===== config.mk =====
export PLATFORM = sky130hd
export DESIGN_NAME = tiled_texel_decoder_top
export DESIGN_NICKNAME = d
export VERILOG_FILES = /design/src/rtl/ttd_pkg.sv /design/src/rtl/ttd_div_pipe.sv /design/src/rtl/tiled_texel_decoder_top.sv
export SDC_FILE = /design/constraint.sdc
export NUM_CORES = 2
export LEC_CHECK = 0
export BUFFER_PORTS_ARGS = -buffer_cell sky130_fd_sc_hd__buf_2
export CAP_MARGIN = 30
export CORE_AREA = 5 5 391 393
export CTS_CLUSTER_DIAMETER = 80
export DETAILED_ROUTE_END_ITERATION = 10
export DIE_AREA = 0 0 396 398
export PLACE_DENSITY = 0.66
export SLEW_MARGIN = 5
export SYNTH_ARGS = -nofsm -noshare
export SYNTH_HDL_FRONTEND = slang
export SYNTH_SLANG_ARGS = --single-unit

===== constraint.sdc =====
create_clock -name i_clk -period 9.55 [get_ports i_clk]
set_input_delay 2.3875 -clock i_clk [delete_from_list [all_inputs] [get_ports i_clk]]
set_output_delay 2.3875 -clock i_clk [all_outputs]
set_load 0.005 [all_outputs]

===== src/rtl/ttd_pkg.sv =====
// shared constants and types for the tiled texel decoder
package ttd_pkg;

    localparam int IDX_W      = 20;
    localparam int RAW_W      = 16;
    localparam int OFS_W      = 20;
    localparam int PIX_W      = 32;
    localparam int O_W        = IDX_W + 1;
    localparam int DIM_W      = 11;
    localparam int LOG_W      = 2;
    localparam int FMT_W      = 2;
    localparam int CFG_IDX_W  = 3;
    localparam int CFG_DATA_W = 11;
    localparam int SAT_W      = 12;
    localparam int DIV_BPS    = 3;
    localparam int DIV_ST     = O_W / DIV_BPS;
    localparam int PROD_W     = O_W + 1;
    localparam int SUM_W      = 24;

    localparam logic [OFS_W-1:0] OFS_MAX = 20'hFFFFF;

    localparam logic [FMT_W-1:0] FMT_RGB565 = 2'd0;
    localparam logic [FMT_W-1:0] FMT_RGB5A3 = 2'd1;
    localparam logic [FMT_W-1:0] FMT_I4     = 2'd2;
    localparam logic [FMT_W-1:0] FMT_NONE   = 2'd3;

    localparam logic [CFG_IDX_W-1:0] CFG_FORMAT  = 3'd0;
    localparam logic [CFG_IDX_W-1:0] CFG_WIDTH   = 3'd1;
    localparam logic [CFG_IDX_W-1:0] CFG_HEIGHT  = 3'd2;
    localparam logic [CFG_IDX_W-1:0] CFG_TILE_W  = 3'd3;
    localparam logic [CFG_IDX_W-1:0] CFG_TILE_H  = 3'd4;

    localparam logic [DIM_W-1:0] DIM_RESET  = 11'd8;
    localparam logic [LOG_W-1:0] LOG_RESET  = 2'd2;

    // per-result payload that rides beside the divider stages
    typedef struct packed {
        logic [2:0]       low;
        logic [2:0]       mid;
        logic [PIX_W-1:0] pix;
        logic             last;
    } t_pay;

endpackage


===== src/rtl/ttd_div_pipe.sv =====
// pipelined restoring divider, a few quotient bits per stage
module ttd_div_pipe #(
    parameter int VW = 11
) (
    input  logic                        i_clk,
    input  logic [ttd_pkg::DIV_ST-1:0]  i_en,
    input  logic [ttd_pkg::O_W-1:0]     i_dividend,
    input  logic [VW-1:0]               i_divisor,
    output logic [ttd_pkg::O_W-1:0]     o_quot,
    output logic [VW-1:0]               o_rem
);
    import ttd_pkg::*;

    logic [VW-1:0]  r_rem [DIV_ST];
    logic [O_W-1:0] r_acc [DIV_ST];
    logic [VW-1:0]  n_rem [DIV_ST];
    logic [O_W-1:0] n_acc [DIV_ST];

    always_comb begin
        logic [VW:0]    t;
        logic [VW-1:0]  rem;
        logic [O_W-1:0] acc;
        for (int k = 0; k < DIV_ST; k++) begin
            if (k == 0) begin
                rem = '0;
                acc = i_dividend;
            end else begin
                rem = r_rem[k-1];
                acc = r_acc[k-1];
            end
            // acc shifts dividend bits out at the top and quotient bits in at the bottom
            for (int j = 0; j < DIV_BPS; j++) begin
                t   = {rem, acc[O_W-1]};
                acc = {acc[O_W-2:0], 1'b0};
                if (t >= {1'b0, i_divisor}) begin
                    t      = t - {1'b0, i_divisor};
                    acc[0] = 1'b1;
                end
                rem = t[VW-1:0];
            end
            n_rem[k] = rem;
            n_acc[k] = acc;
        end
    end

    always_ff @(posedge i_clk) begin
        for (int k = 0; k < DIV_ST; k++) begin
            if (i_en[k]) begin
                r_rem[k] <= n_rem[k];
                r_acc[k] <= n_acc[k];
            end
        end
    end

    assign o_quot = r_acc[DIV_ST-1];
    assign o_rem  = r_rem[DIV_ST-1];

endmodule


===== src/rtl/tiled_texel_decoder_top.sv =====
// tiled texel decoder: byte swap, colour expansion and tile-to-linear offset
//
//  channel | direction | handshake              | payload
//  --------+-----------+------------------------+---------------------------------------
//  in      | input     | i_in_valid / o_in_stall | i_texel_index, i_raw_word
//  out     | output    | o_out_valid / i_out_stall | o_pixel_offset, o_pixel_value,
//          |           |                        | o_offset_clamped, o_last
//  cfg     | input     | i_cfg_valid / o_cfg_ready | i_cfg_index, i_cfg_data
//
// from accept to the result on the output register an item passes the split stage, which
// loads at the accept edge, then seven divider stages, two offset stages and the output register
// one result leaves the split stage per cycle while stage 0 can load, so rgb565 and rgb5a3 take
// an item every cycle then, and i4 gives two results per item and takes the next with the second
// reset clears all valid bits and loads the register reset values
// a stalled output only holds the stages behind it that are full; bubbles close up
module tiled_texel_decoder_top #(
    parameter int MAX_DIM = 1024
) (
    input  logic                          i_clk,
    input  logic                          i_rst_n,
    input  logic                          i_in_valid,
    output logic                          o_in_stall,
    input  logic [ttd_pkg::IDX_W-1:0]     i_texel_index,
    input  logic [ttd_pkg::RAW_W-1:0]     i_raw_word,
    output logic                          o_out_valid,
    input  logic                          i_out_stall,
    output logic [ttd_pkg::OFS_W-1:0]     o_pixel_offset,
    output logic [ttd_pkg::PIX_W-1:0]     o_pixel_value,
    output logic                          o_offset_clamped,
    output logic                          o_last,
    input  logic                          i_cfg_valid,
    output logic                          o_cfg_ready,
    input  logic [ttd_pkg::CFG_IDX_W-1:0] i_cfg_index,
    input  logic [ttd_pkg::CFG_DATA_W-1:0] i_cfg_data
);
    import ttd_pkg::*;

    localparam int WW = $clog2(MAX_DIM + 1);
    localparam int AW = 2 * WW;
    localparam int NS = DIV_ST + 3;
    localparam int P1 = DIV_ST;
    localparam int P2 = DIV_ST + 1;
    localparam int PO = DIV_ST + 2;
    localparam logic [SAT_W-1:0] DIM_LIM = SAT_W'(MAX_DIM);

    // configuration
    logic [FMT_W-1:0] r_fmt;
    logic [DIM_W-1:0] r_width;
    logic [DIM_W-1:0] r_height;
    logic [LOG_W-1:0] r_twl;
    logic [LOG_W-1:0] r_thl;
    logic [AW-1:0]    r_area;

    logic [SAT_W-1:0] w_ext;
    logic [SAT_W-1:0] h_ext;
    logic [WW-1:0]    w_sat;
    logic [WW-1:0]    h_sat;
    logic [WW-1:0]    tiles_across;
    logic             ta_zero;
    logic [2:0]       log_sum;

    assign o_cfg_ready = 1'b1;

    always_ff @(posedge i_clk) begin
        if (!i_rst_n) begin
            r_fmt    <= FMT_RGB565;
            r_width  <= DIM_RESET;
            r_height <= DIM_RESET;
            r_twl    <= LOG_RESET;
            r_thl    <= LOG_RESET;
        end else if (i_cfg_valid) begin
            case (i_cfg_index)
                CFG_FORMAT: r_fmt    <= i_cfg_data[FMT_W-1:0];
                CFG_WIDTH:  r_width  <= i_cfg_data[DIM_W-1:0];
                CFG_HEIGHT: r_height <= i_cfg_data[DIM_W-1:0];
                CFG_TILE_W: r_twl    <= i_cfg_data[LOG_W-1:0];
                CFG_TILE_H: r_thl    <= i_cfg_data[LOG_W-1:0];
                default: ;
            endcase
        end
    end

    assign w_ext        = SAT_W'(r_width);
    assign h_ext        = SAT_W'(r_height);
    assign w_sat        = (w_ext > DIM_LIM) ? WW'(DIM_LIM) : WW'(w_ext);
    assign h_sat        = (h_ext > DIM_LIM) ? WW'(DIM_LIM) : WW'(h_ext);
    assign tiles_across = w_sat >> r_twl;
    assign ta_zero      = (tiles_across == '0);
    assign log_sum      = 3'(r_twl) + 3'(r_thl);

    // image area is registered and follows the registers in the cycle after they change
    always_ff @(posedge i_clk) begin
        r_area <= AW'(w_sat) * AW'(h_sat);
    end

    // split stage: one result per cycle while stage 0 can load, two results for an i4 byte
    logic              r_in_valid;
    logic              r_half;
    logic [IDX_W-1:0]  r_idx;
    logic [RAW_W-1:0]  r_raw;
    logic              piece_final;
    logic              in_accept;
    logic [NS-1:0]     ld;
    logic [NS-1:0]     r_v;

    logic [RAW_W-1:0]  sw;
    logic [3:0]        nib;
    logic [7:0]        ch_r;
    logic [7:0]        ch_g;
    logic [7:0]        ch_b;
    logic [7:0]        ch_a;
    logic [O_W-1:0]    pos;
    t_pay              piece;
    logic [O_W-1:0]    div_a;
    logic [O_W-1:0]    div_b;

    assign piece_final = (r_fmt != FMT_I4) || r_half;
    assign o_in_stall  = r_in_valid && !(ld[0] && piece_final);
    assign in_accept   = i_in_valid && !o_in_stall;

    always_ff @(posedge i_clk) begin
        if (!i_rst_n) begin
            r_in_valid <= 1'b0;
            r_half     <= 1'b0;
        end else if (in_accept) begin
            // the unused format code takes the transaction and makes nothing
            r_in_valid <= (r_fmt != FMT_NONE);
            r_half     <= 1'b0;
        end else if (r_in_valid && ld[0]) begin
            if (piece_final) begin
                r_in_valid <= 1'b0;
            end else begin
                r_half <= 1'b1;
            end
        end
    end

    always_ff @(posedge i_clk) begin
        if (in_accept) begin
            r_idx <= i_texel_index;
            r_raw <= i_raw_word;
        end
    end

    always_comb begin
        sw   = {r_raw[7:0], r_raw[15:8]};
        nib  = r_half ? r_raw[3:0] : r_raw[7:4];
        ch_a = 8'hFF;
        ch_r = '0;
        ch_g = '0;
        ch_b = '0;
        pos  = {1'b0, r_idx};
        case (r_fmt)
            FMT_RGB565: begin
                ch_r = {sw[15:11], 3'b000};
                ch_g = {sw[10:5], 2'b00};
                ch_b = {sw[4:0], 3'b000};
            end
            FMT_RGB5A3: begin
                if (sw[15]) begin
                    ch_r = {sw[14:10], 3'b000};
                    ch_g = {sw[9:5], 3'b000};
                    ch_b = {sw[4:0], 3'b000};
                end else begin
                    ch_r = {sw[11:8], 4'b0000};
                    ch_g = {sw[7:4], 4'b0000};
                    ch_b = {sw[3:0], 4'b0000};
                    ch_a = {sw[14:12], 5'b00000};
                end
            end
            FMT_I4: begin
                ch_r = {nib, 4'b0000};
                ch_g = {nib, 4'b0000};
                ch_b = {nib, 4'b0000};
                pos  = {r_idx, r_half};
            end
            default: ;
        endcase
        piece.pix  = {ch_a, ch_b, ch_g, ch_r};
        piece.last = piece_final;
        piece.low  = pos[2:0] & ~(3'b111 << r_twl);
        piece.mid  = 3'((pos[5:0] & ~(6'h3F << log_sum)) >> r_twl);
        div_a      = pos >> r_thl;
        div_b      = pos >> log_sum;
    end

    // flow control: a stage loads when empty or when the stage ahead loads
    always_comb begin
        ld[NS-1] = !r_v[NS-1] || !i_out_stall;
        for (int k = NS - 2; k >= 0; k--) begin
            ld[k] = !r_v[k] || ld[k+1];
        end
    end

    always_ff @(posedge i_clk) begin
        if (!i_rst_n) begin
            r_v <= '0;
        end else begin
            if (ld[0]) begin
                r_v[0] <= r_in_valid;
            end
            for (int k = 1; k < NS; k++) begin
                if (ld[k]) begin
                    r_v[k] <= r_v[k-1];
                end
            end
        end
    end

    // dividers: row of tiles from pos / (ty*w), tile column from tile number mod tiles across
    logic [O_W-1:0] quot_a;
    logic [WW-1:0]  rem_a_unused;
    logic [O_W-1:0] quot_b_unused;
    logic [WW-1:0]  rem_b;

    ttd_div_pipe #(.VW(WW)) u_div_row (
        .i_clk      (i_clk),
        .i_en       (ld[DIV_ST-1:0]),
        .i_dividend (div_a),
        .i_divisor  (w_sat),
        .o_quot     (quot_a),
        .o_rem      (rem_a_unused)
    );

    ttd_div_pipe #(.VW(WW)) u_div_col (
        .i_clk      (i_clk),
        .i_en       (ld[DIV_ST-1:0]),
        .i_dividend (div_b),
        .i_divisor  (tiles_across),
        .o_quot     (quot_b_unused),
        .o_rem      (rem_b)
    );

    t_pay r_pay [DIV_ST];

    always_ff @(posedge i_clk) begin
        if (ld[0]) begin
            r_pay[0] <= piece;
        end
        for (int k = 1; k < DIV_ST; k++) begin
            if (ld[k]) begin
                r_pay[k] <= r_pay[k-1];
            end
        end
    end

    // first offset stage: products and tile column term
    logic [O_W+WW-1:0] prod_full;
    logic [PROD_W-1:0] r_p1_prod;
    logic [WW+2:0]     r_p1_midt;
    logic [WW+2:0]     r_p1_col;
    logic [2:0]        r_p1_low;
    logic [PIX_W-1:0]  r_p1_pix;
    logic              r_p1_last;

    // a zero divisor gives a quotient of all ones, but the product is then zero anyway
    assign prod_full = quot_a * (O_W+WW)'(w_sat);

    always_ff @(posedge i_clk) begin
        if (ld[P1]) begin
            r_p1_prod <= prod_full[PROD_W-1:0];
            r_p1_midt <= (WW+3)'(r_pay[DIV_ST-1].mid) * (WW+3)'(w_sat);
            r_p1_col  <= ta_zero ? '0 : ((WW+3)'(rem_b) << r_twl);
            r_p1_low  <= r_pay[DIV_ST-1].low;
            r_p1_pix  <= r_pay[DIV_ST-1].pix;
            r_p1_last <= r_pay[DIV_ST-1].last;
        end
    end

    // second offset stage: the sum
    logic [SUM_W-1:0] r_p2_sum;
    logic [PIX_W-1:0] r_p2_pix;
    logic             r_p2_last;

    always_ff @(posedge i_clk) begin
        if (ld[P2]) begin
            r_p2_sum  <= SUM_W'(r_p1_low) + SUM_W'(r_p1_midt)
                       + (SUM_W'(r_p1_prod) << r_thl) + SUM_W'(r_p1_col);
            r_p2_pix  <= r_p1_pix;
            r_p2_last <= r_p1_last;
        end
    end

    // output register with the range check
    logic             clamp;
    logic [OFS_W-1:0] r_o_ofs;
    logic [PIX_W-1:0] r_o_pix;
    logic             r_o_clamp;
    logic             r_o_last;

    assign clamp = (r_p2_sum >= SUM_W'(r_area)) || (r_p2_sum > SUM_W'(OFS_MAX));

    always_ff @(posedge i_clk) begin
        if (ld[PO]) begin
            r_o_ofs   <= clamp ? '0 : r_p2_sum[OFS_W-1:0];
            r_o_pix   <= r_p2_pix;
            r_o_clamp <= clamp;
            r_o_last  <= r_p2_last;
        end
    end

    assign o_out_valid      = r_v[PO];
    assign o_pixel_offset   = r_o_ofs;
    assign o_pixel_value    = r_o_pix;
    assign o_offset_clamped = r_o_clamp;
    assign o_last           = r_o_last;

endmodule

==> metrics.txt <==
Overall Global Routing Usage=21.6%; Worst Setup Path Type=reg2reg; largest net degree at the start of global routing=75; initial core utilization=43.7%; Clock Tree Root=clkbuf_16; total wire length=173000 um; hold-fix buffers at CTS=0; Setup WS post-layout=0.538 ns; Die ar.=0.158 mm^2; most frequent cells in the layout=739 x edfxtp_1, 714 x nand2_1, 517 x ha_1; max-slew violations=0; DR vias/cell=5.68; CP Launch Type=flip-flop; share of flip-flops with an asynchronous set or reset=0%; layout cells sized above 1=10.4%; Max Used Layer=met5; total CTS buffers=92; initial antenna violation count=4; family with the most delay on the worst path=compound AO/OA/AOI/OAI gates; Setup Viol. Count Final=0; Final min period=9.01 ns; worst-path maximum fanout=27; worst hold path type=reg2reg; unrepaired setup endpoints after global routing=no; relative slew slack=29.7%; Crit. path cell count=34; post-synth cell types=149; Worst-Skew Late Latency=0.73 ns; Max Cap Viol=0; CP dominant cell by count=a21o_1; Final #Nets=7382; outcome=finished clean; Post-DRT Antenna Nets=0; Core ar.=0.149 mm^2; Crit path required time=10.01 ns; crit path buf inv count=4; Routed WL per cell=20.2 um; fmax=111 MHz; Post-DP HPWL=130000 um; dpl cell area=0.0679 mm^2; period utilization=94.4%; reg2reg setup slack=0.54 ns; flops & latches, synth=801; Synth Cell Area=0.0651 mm^2; number of global-route vias before repair=48000; CTS sink count=801; Max clock buf depth=3; launch point of the worst reg-to-reg path=r_width[10]; Met3 Routed Length=10900 um; Main synth FF type=edfxtp_1; IO Port Bufs=102; DRT Pass-1 Iters=5; grt ovf=0; synthesis-to-finish area growth=9.40%; # DRC=0; CP Data Arrival Time=9.47 ns; setup TNS=0 ns; clk_skew=0.0837 ns; dpl ws=0.477 ns; Gate Count Post-Synth=6454; TritonCTS clock tree=done; Slowest cell on crit path=fa_1; Final GP Congestion=0.899; RR Endpoint=u_div_col.r_rem[6][10]; io pins=112; Max stage delay on crit path=0.52 ns; Yosys Warn Count=0; clock-pin slew on the worst setup and hold paths=0.06 ns; num rows=142; most common cell after layout, fill and taps aside=edfxtp_1; vias post-DR=48600; first-pass GRT wire length=270000 um; Reg2Reg Depth=34; met2 WL=80800 um; met1 WL=75000 um; CTS H-tree lvls=3; Setup crit end kind=flip-flop; DRT iter0 DRCs=3366; CP endpoint=u_div_col.r_rem[6][10]; Worst-Margin Slew=1.05 ns; die width=396 um; sequential area share after synthesis=36.0%; Die Y=398 um; syn_area_per_cell=10.1 um^2; final hold violations=0; Final Cell Area=0.0712 mm^2; CP startpoint=r_width[10]; Post-synth EDFFs=739
sequential cells by signal, indices dropped and copies added, names as in the netlist, 11 cells and up:
name,cells
r_p2_sum,24
r_p1_prod,22
u_div_row.r_rem,66
u_div_col.r_rem,77
r_area,22
r_p1_midt,14
r_p2_pix,20
o_pixel_offset,20
r_p1_pix,20
u_div_col.r_acc,63
r_p1_col,14
r_height,11
r_pay,189
r_idx,20
o_pixel_value,20
u_div_row.r_acc,147
r_raw,16
r_width,11
area by class of cell:
class	count	area, um^2
timing repair buffer	231	1620
multi-input combinational	4889	38600
sequential	801	23400
antenna	3	7.51
fill	13500	77800
clock buffer	101	2340
clock inverter	69	836
tap	1944	2430
inverter	519	1960
synthesized netlist by cell type (52+ instances only):
master	n	share of area [%]
a21oi_1	359	2.8
inv_1	511	2.9
mux2i_1	155	2.4
fa_1	276	8.5
o21ai_0	313	2.4
a21boi_0	57	0.66
maj3_1	52	0.80
and3_1	53	0.51
nand2b_1	60	0.58
and2_1	78	0.75
o21a_1	63	0.73
clkbuf_1	151	0.87
nand2_1	718	4.1
dfxtp_1	62	1.9
nor2b_1	95	0.91
nor2_1	442	2.5
mux2_2	86	1.5
xor2_1	105	1.4
ha_1	517	9.9
a211oi_1	56	0.65
edfxtp_1	739	34
nor3_1	78	0.60
nand3_1	83	0.64
a21o_1	159	1.8
xnor2_1	359	4.8
worst min-delay path by stage:
stage | startpoint | end | slack [ns] | cells after the start
after CTS | u_div_col.r_acc[0][12] | u_div_col.r_acc[1][15] | 0.36 | 0
after global routing | u_div_col.r_acc[0][12] | u_div_col.r_acc[1][15] | 0.37 | 0
after global placement | u_div_col.r_acc[2][17] | u_div_col.r_acc[3][20] | 0.40 | 0
after floorplan | r_p2_last | o_last | 0.40 | 0
after detailed placement | r_p2_pix[23] | o_pixel_value[23] | 0.40 | 0
final | u_div_col.r_acc[0][12] | u_div_col.r_acc[1][15] | 0.37 | 0
cell families (layout without fill, tap and decap cells):
| family | Yosys count | count (layout) | synth area share (%) |
|---|---|---|---|
| AND/OR/NAND/NOR | 1804 | 1804 | 13.0 |
| AO/OA/AOI/OAI | 1475 | 1475 | 15.5 |
| adder cells (fa/ha/maj) | 853 | 853 | 19.4 |
| flip-flops | 801 | 801 | 36.0 |
| buffers and inverters | 771 | 920 | 4.90 |
| XOR/XNOR | 464 | 464 | 6.24 |
| multiplexers | 284 | 284 | 5.10 |
| other | 2 | 12 | 0.0115 |
per-layer routing:
layer	vias up	global-route usage, %
met4	2	7.61
li1	23200	-
met3	320	3.48
met2	1476	36.2
met5	-	0
met1	23600	28.4
stage by stage:
step	utilization (%)	hold slack (ns)	instances
final	47.8	0.369	8557
after global routing	47.8	0.369	8554
after CTS	47.7	0.364	8547
after detailed placement	45.6	0.405	8377
after global placement	45.5	0.401	8374
after floorplan	-	0.400	6461
repair_timing:
item / 4_1_cts / 5_1_grt
gates resized for setup: 0 / 6
buffers inserted: 0 / 4
setup endpoints to repair: 0 / 21
Power is left out: the tool's default activity adds up to more than one toggle a clock period on the data nets, which glitch-free logic cannot reach.
